$ cat config.mk
export PLATFORM = sky130hd
export DESIGN_NAME = lws_front
export DESIGN_NICKNAME = d
export VERILOG_FILES = /design/src/hdl/lws_pkg.sv /design/src/hdl/lws_front.sv
export SDC_FILE = /design/constraint.sdc
export NUM_CORES = 1
export LEC_CHECK = 0
export BUFFER_PORTS_ARGS = -buffer_cell sky130_fd_sc_hd__buf_2
export CAP_MARGIN = 20
export CORE_MARGIN = 1.5
export CORE_UTILIZATION = 36
export DETAILED_ROUTE_END_ITERATION = 10
export HOLD_SLACK_MARGIN = 0.1
export PLACE_DENSITY = 0.6
export SLEW_MARGIN = 5
export SYNTH_ARGS = -nofsm -noshare
export SYNTH_HDL_FRONTEND = slang
export SYNTH_SLANG_ARGS = --single-unit
$ cat constraint.sdc
create_clock -name i_clk -period 5.7 [get_ports i_clk]
set_input_delay 0 -clock i_clk [delete_from_list [all_inputs] [get_ports i_clk]]
set_output_delay 0 -clock i_clk [all_outputs]
set_load 0.005 [all_outputs]
$ cat src/hdl/lws_pkg.sv
`timescale 1ns / 1ps
// ----------------------------------------------------------------------------
// lws_pkg
// shared constants and types of the latency window statistics block
// ----------------------------------------------------------------------------
package lws_pkg;
    localparam int WINDOW_DEPTH = 4096;                  // power of two
    localparam int AW   = $clog2(WINDOW_DEPTH);          // ring address bits
    localparam int CW   = AW + 1;                        // sample count bits
    localparam int SW   = 20;                            // sample bits
    localparam int TW   = 31;                            // tag bits
    localparam int STDW = 24;                            // std dev output bits
    localparam int SUMW = SW + AW;                       // window sum bits
    localparam int SQW  = 2 * SW + AW;                   // squared sum bits
    localparam int QW   = SQW + 8;                       // scaled variance bits
    localparam int RW   = QW / 2;                        // root bits
    localparam int QCW  = $clog2(QW + 1);
    localparam int RCW  = $clog2(RW + 1);
    localparam int INW  = 56;
    localparam int OUTW = 128;

    typedef struct packed {
        logic [SW-1:0] sample;
        logic [CW-1:0] cnt;
        logic [SW-1:0] omax;
        logic [TW-1:0] otag;
    } t_job;
endpackage

$ cat src/hdl/lws_front.sv
`timescale 1ns / 1ps
// ----------------------------------------------------------------------------
// lws_front
// accepts items, tracks fill level and all-time maximum, queues jobs
// ----------------------------------------------------------------------------
module lws_front (
    input  logic                    i_clk,
    input  logic                    i_rst_n,
    input  logic                    i_s_tvalid,
    output logic                    o_s_tready,
    input  logic [55:0]             i_s_tdata,   // round_trip_us, transfer_tag
    input  logic                    i_cfg_valid,
    output logic                    o_cfg_ready,
    input  logic [lws_pkg::CW-1:0]  i_cfg_data,  // window_in_use
    output logic                    o_job_valid,
    input  logic                    i_job_pop,
    output lws_pkg::t_job           o_job
);
    import lws_pkg::*;

    logic [CW-1:0] r_win;
    logic [CW-1:0] r_fill, n_fill;
    logic [SW-1:0] r_omax, n_omax;
    logic [TW-1:0] r_otag, n_otag;
    t_job          r_q [2];
    logic          r_wptr, r_rptr;
    logic [1:0]    r_cnt;
    logic [CW-1:0] win;
    logic [SW-1:0] sample;
    logic [TW-1:0] tag;
    logic          accept;

    assign sample     = i_s_tdata[SW-1:0];
    assign tag        = i_s_tdata[SW+TW-1:SW];
    assign o_s_tready = (r_cnt != 2'd2);
    assign o_cfg_ready = 1'b1;
    assign accept     = i_s_tvalid && o_s_tready;

    always_comb begin
        if (r_win < CW'(2)) begin
            win = CW'(2);
        end else if (r_win > CW'(WINDOW_DEPTH)) begin
            win = CW'(WINDOW_DEPTH);
        end else begin
            win = r_win;
        end
        n_fill = (r_fill < CW'(WINDOW_DEPTH)) ? r_fill + CW'(1) : r_fill;
        // ties hand the tag to the newer item
        if (sample >= r_omax) begin
            n_omax = sample;
            n_otag = tag;
        end else begin
            n_omax = r_omax;
            n_otag = r_otag;
        end
    end

    always_ff @(posedge i_clk) begin
        if (!i_rst_n) begin
            r_win  <= CW'(WINDOW_DEPTH);
            r_fill <= '0;
            r_omax <= '0;
            r_otag <= '0;
            r_wptr <= 1'b0;
            r_rptr <= 1'b0;
            r_cnt  <= '0;
        end else begin
            if (i_cfg_valid) begin
                r_win <= i_cfg_data;
            end
            if (accept) begin
                r_fill <= n_fill;
                r_omax <= n_omax;
                r_otag <= n_otag;
                r_wptr <= ~r_wptr;
            end
            if (i_job_pop) begin
                r_rptr <= ~r_rptr;
            end
            r_cnt <= r_cnt + 2'(accept) - 2'(i_job_pop);
        end
    end

    always_ff @(posedge i_clk) begin
        if (accept) begin
            r_q[r_wptr].sample <= sample;
            r_q[r_wptr].cnt    <= (n_fill < win) ? n_fill : win;
            r_q[r_wptr].omax   <= n_omax;
            r_q[r_wptr].otag   <= n_otag;
        end
    end

    assign o_job_valid = (r_cnt != 2'd0);
    assign o_job       = r_q[r_rptr];
endmodule

==> run metrics <==
most common cell in the synthesized netlist sky130_fd_sc_hd__edfxtp_1; post-synthesis cell count roughly 860; # diodes 0; relative max-transition margin 30.0%; Final Skew 0.0100 ns; GR Util All Layers 15.1%; EDFF count, synth around 170; IR drop worst, VDD 0.225 mV; path type of the worst setup path register to register; most common flop cell mapped by yosys sky130_fd_sc_hd__edfxtp_1; maximum number of pins on one net before global-route repair 79; length in cells of the worst reg-to-reg path 9; highest clock rate 0.250 GHz; Routed Wire Length between 20,000 and 25,000 um; post-synth net total 972; R2R Path Start r_omax[5]$_SDFFE_PN0P_; worst hold slack approximately 0.27 ns; nets 1,240; TritonCTS clock tree built; area after detailed placement 12,200 sq um; worst min path class input pin to register; width of the die 179 um; IO buf count 154; slack of the worst reg-to-reg path ~1.7 ns; slew at the pin closest to its max-slew limit 1.05 ns; Max Buffers Root-to-Sink 3; Post-synth top cells sky130_fd_sc_hd__edfxtp_1, sky130_fd_sc_hd__nand2_1, sky130_fd_sc_hd__mux2_2; Setup-failing EPs final 0; via count of the first global-routing pass 7,348; CTS Sinks 250; accumulated negative setup slack 0 ns; Floorplan Core Area a little over 30,000 sq um; CP arrival approximately 4.5 ns; vias approximately 7,300; number of antenna violations at the first check in global routing 0; global-route wire length before repair 38,000 um; outcome finished clean; synthesized area per cell 12.9 sq um; endpoint class of the critical path register; multi-input gate area in the final layout 4090 sq um; number of primary I/O pins 161; Power Dens Cells 346 nW/um^2; first-pass iteration count of the detailed router 4; Worst Setup Slack post-DPL 2.15 ns; site row count 64; RSZ-0062 raised after global routing no; Residual DRC 0; largest area contributor in the synthesized netlist sky130_fd_sc_hd__edfxtp_1; die area 32,000 sq um; reported max-cap violation count 0; main area contributors after synthesis sky130_fd_sc_hd__edfxtp_1, sky130_fd_sc_hd__dfxtp_1, sky130_fd_sc_hd__mux2_2; final setup slack of the worst path 1.70 ns; top-area cell type share of the netlist area 45.3%; Num CTS Buffers 27; final hold violation count 0; clock latency of the later-clocked register in the worst-skew pair around 0.53 ns; Filler Cells Inserted ~2,700; capture instance of the worst register-to-register path r_otag[15]$_SDFFE_PN0P_; post-layout minimum cycle time 4.00 ns; proportion of synthesized flip-flops having asynchronous set or reset 0%; effective utilization at floorplan a little over a third; placed wire-length estimate 14,600 um; Clk pin slew, worst setup/hold paths 0.06 ns; Post-Syn Area 11,100 sq um; unique cell type count in the Yosys netlist 44; Crit. Startpoint r_omax[5]$_SDFFE_PN0P_; register area 6690 sq um; count of state elements after synthesis 250; mean number of vias per cell roughly 4.7; post-route clock period utilization a little over two thirds; iteration-0 DRC count of the detailed router 339; post-route standard cell area excluding fillers 14,300 sq um; number of max-slew violations in the final report 0; signed area change from the synthesized netlist to the final layout 28.2%; kind of launch point of the worst setup path register; synthesis warning total 0; overall overflow remaining after global route 0; maximum net fanout on the critical path 51; static leakage power 5.58 nW; Die H 179 um; sequential-to-total area share from yosys stat 60.1%; number of nets still failing antenna checks after routing 0; CTS Root Cell sky130_fd_sc_hd__clkbuf_16; Crit path required time 6.16 ns; routed length per placed instance 15.8 um; layout cells sized above 1 28.1%; CTS H-tree depth 1; worst setup path endpoint r_otag[15]$_SDFFE_PN0P_; placer congestion estimate around 0.78
[power breakdown]
part	internal (mW)	switching, mW	total, mW
logic	0.487	0.535	1.02
registers	2.25	0.0788	2.33
clock network	0.908	0.682	1.59
total	3.65	1.30	4.94
[flip-flops by register name, indices dropped and copies added (netlist names), named ones only]
| register | count |
|---|---|
| r_cnt | 2 |
| r_fill | 13 |
| r_omax | 20 |
| r_otag | 31 |
| r_q | 168 |
| r_rptr | 1 |
| r_win | 13 |
| r_wptr | 1 |
[how the worst min path moves through the flow]
stage	depth (start not counted)	endpoint	slack, ns	start
after floorplan	0	r_q[0][64]$_DFFE_PP_	0.1	i_s_tdata[0]
after global placement	3	r_win[12]$_SDFFE_PN1P_	0.23	i_cfg_data[12]
after detailed placement	3	r_win[12]$_SDFFE_PN1P_	0.22	i_cfg_data[12]
after CTS	2	r_q[1][75]$_DFFE_PP_	0.24	i_s_tdata[11]
after global routing	2	r_q[0][77]$_DFFE_PP_	0.27	i_s_tdata[13]
final	2	r_q[1][75]$_DFFE_PP_	0.27	i_s_tdata[11]
[per-stage QoR]
stage	instances	utilization, %	power (mW)
after floorplan	863	-	2.99
after CTS	1547	46.8	5.01
after global placement	1375	40.1	3.30
after detailed placement	1375	40.1	3.32
after global routing	1547	46.8	5.21
final	1547	46.8	4.94
[per-layer routing]
| metal | vias to the layer above | GRT usage (%) | wire [um] |
|---|---|---|---|
| met1 | 3510 | 19.6 | 11100 |
| met4 | 0 | 4.10 | 454 |
| met3 | 36 | 2.52 | 1240 |
| met2 | 144 | 25.8 | 11700 |
| met5 | - | 0 | 0 |
| li1 | 3596 | - | - |
[cell type report]
type	count	share of cell area, %
Multi-Input combinational cell	531	28.7
Clock inverter	9	0.298
Tap cell	396	3.47
Clock buffer	40	5.29
Inverter	36	0.947
Sequential cell	250	46.9
Timing Repair Buffer	285	14.5
[cell families after synthesis]
group	after synthesis	synth area share, %
other	1	0.0337
muxes	193	18.7
xor gates and xnor gates	21	1.65
AOI/OAI and AO/OA	57	3.21
adders and majority gates	35	3.93
DFF	250	60.1
and+or+nand+nor	224	9.01
buffers and inverters	82	3.34
[timing repair]
item,in CTS,in global routing
hold buffers,123,0
endpoints found under the hold margin,213,0
buffers inserted,0,0
gates resized for setup,0,0
endpoints found under the setup margin,0,0
[cell usage in the layout (no fill, tap or decap), types with 5 or more instances in the layout]
master | Yosys | layout
sky130_fd_sc_hd__o21ai_0 | 25 | 25
sky130_fd_sc_hd__xor2_1 | 6 | 6
sky130_fd_sc_hd__clkbuf_1 | 32 | 10
sky130_fd_sc_hd__buf_2 | 6 | 153
sky130_fd_sc_hd__nor2_1 | 11 | 9
sky130_fd_sc_hd__mux2_1 | 5 | 5
sky130_fd_sc_hd__ha_1 | 35 | 35
sky130_fd_sc_hd__nand4_1 | 9 | 9
sky130_fd_sc_hd__edfxtp_1 | 168 | 168
sky130_fd_sc_hd__nand2_1 | 143 | 143
sky130_fd_sc_hd__clkinv_1 | 0 | 5
sky130_fd_sc_hd__a21oi_1 | 9 | 9
sky130_fd_sc_hd__and2_1 | 12 | 12
sky130_fd_sc_hd__xnor2_1 | 15 | 15
sky130_fd_sc_hd__or3_1 | 5 | 5
sky130_fd_sc_hd__nor2b_1 | 20 | 20
sky130_fd_sc_hd__dfxtp_1 | 82 | 81
sky130_fd_sc_hd__mux2i_1 | 69 | 69
sky130_fd_sc_hd__nand3_1 | 8 | 8
sky130_fd_sc_hd__buf_4 | 1 | 9
sky130_fd_sc_hd__inv_1 | 36 | 36
sky130_fd_sc_hd__dlygate4sd3_1 | 0 | 123
sky130_fd_sc_hd__clkbuf_16 | 0 | 27
sky130_fd_sc_hd__mux2_2 | 119 | 119
[critical path: stages, from the launching register on]
cell and delay [ns]:
sky130_fd_sc_hd__dfxtp_1 0.32, sky130_fd_sc_hd__inv_1 0.05, sky130_fd_sc_hd__ha_1 0.29, sky130_fd_sc_hd__nand2_1 0.05, sky130_fd_sc_hd__or3_1 0.34, sky130_fd_sc_hd__o221ai_1 0.28
sky130_fd_sc_hd__a211o_2 0.71, sky130_fd_sc_hd__and2_4 0.94, sky130_fd_sc_hd__mux2i_1 0.27, sky130_fd_sc_hd__dlygate4sd3_1 0.59
Note: power is estimated with default switching activity, not from simulation.
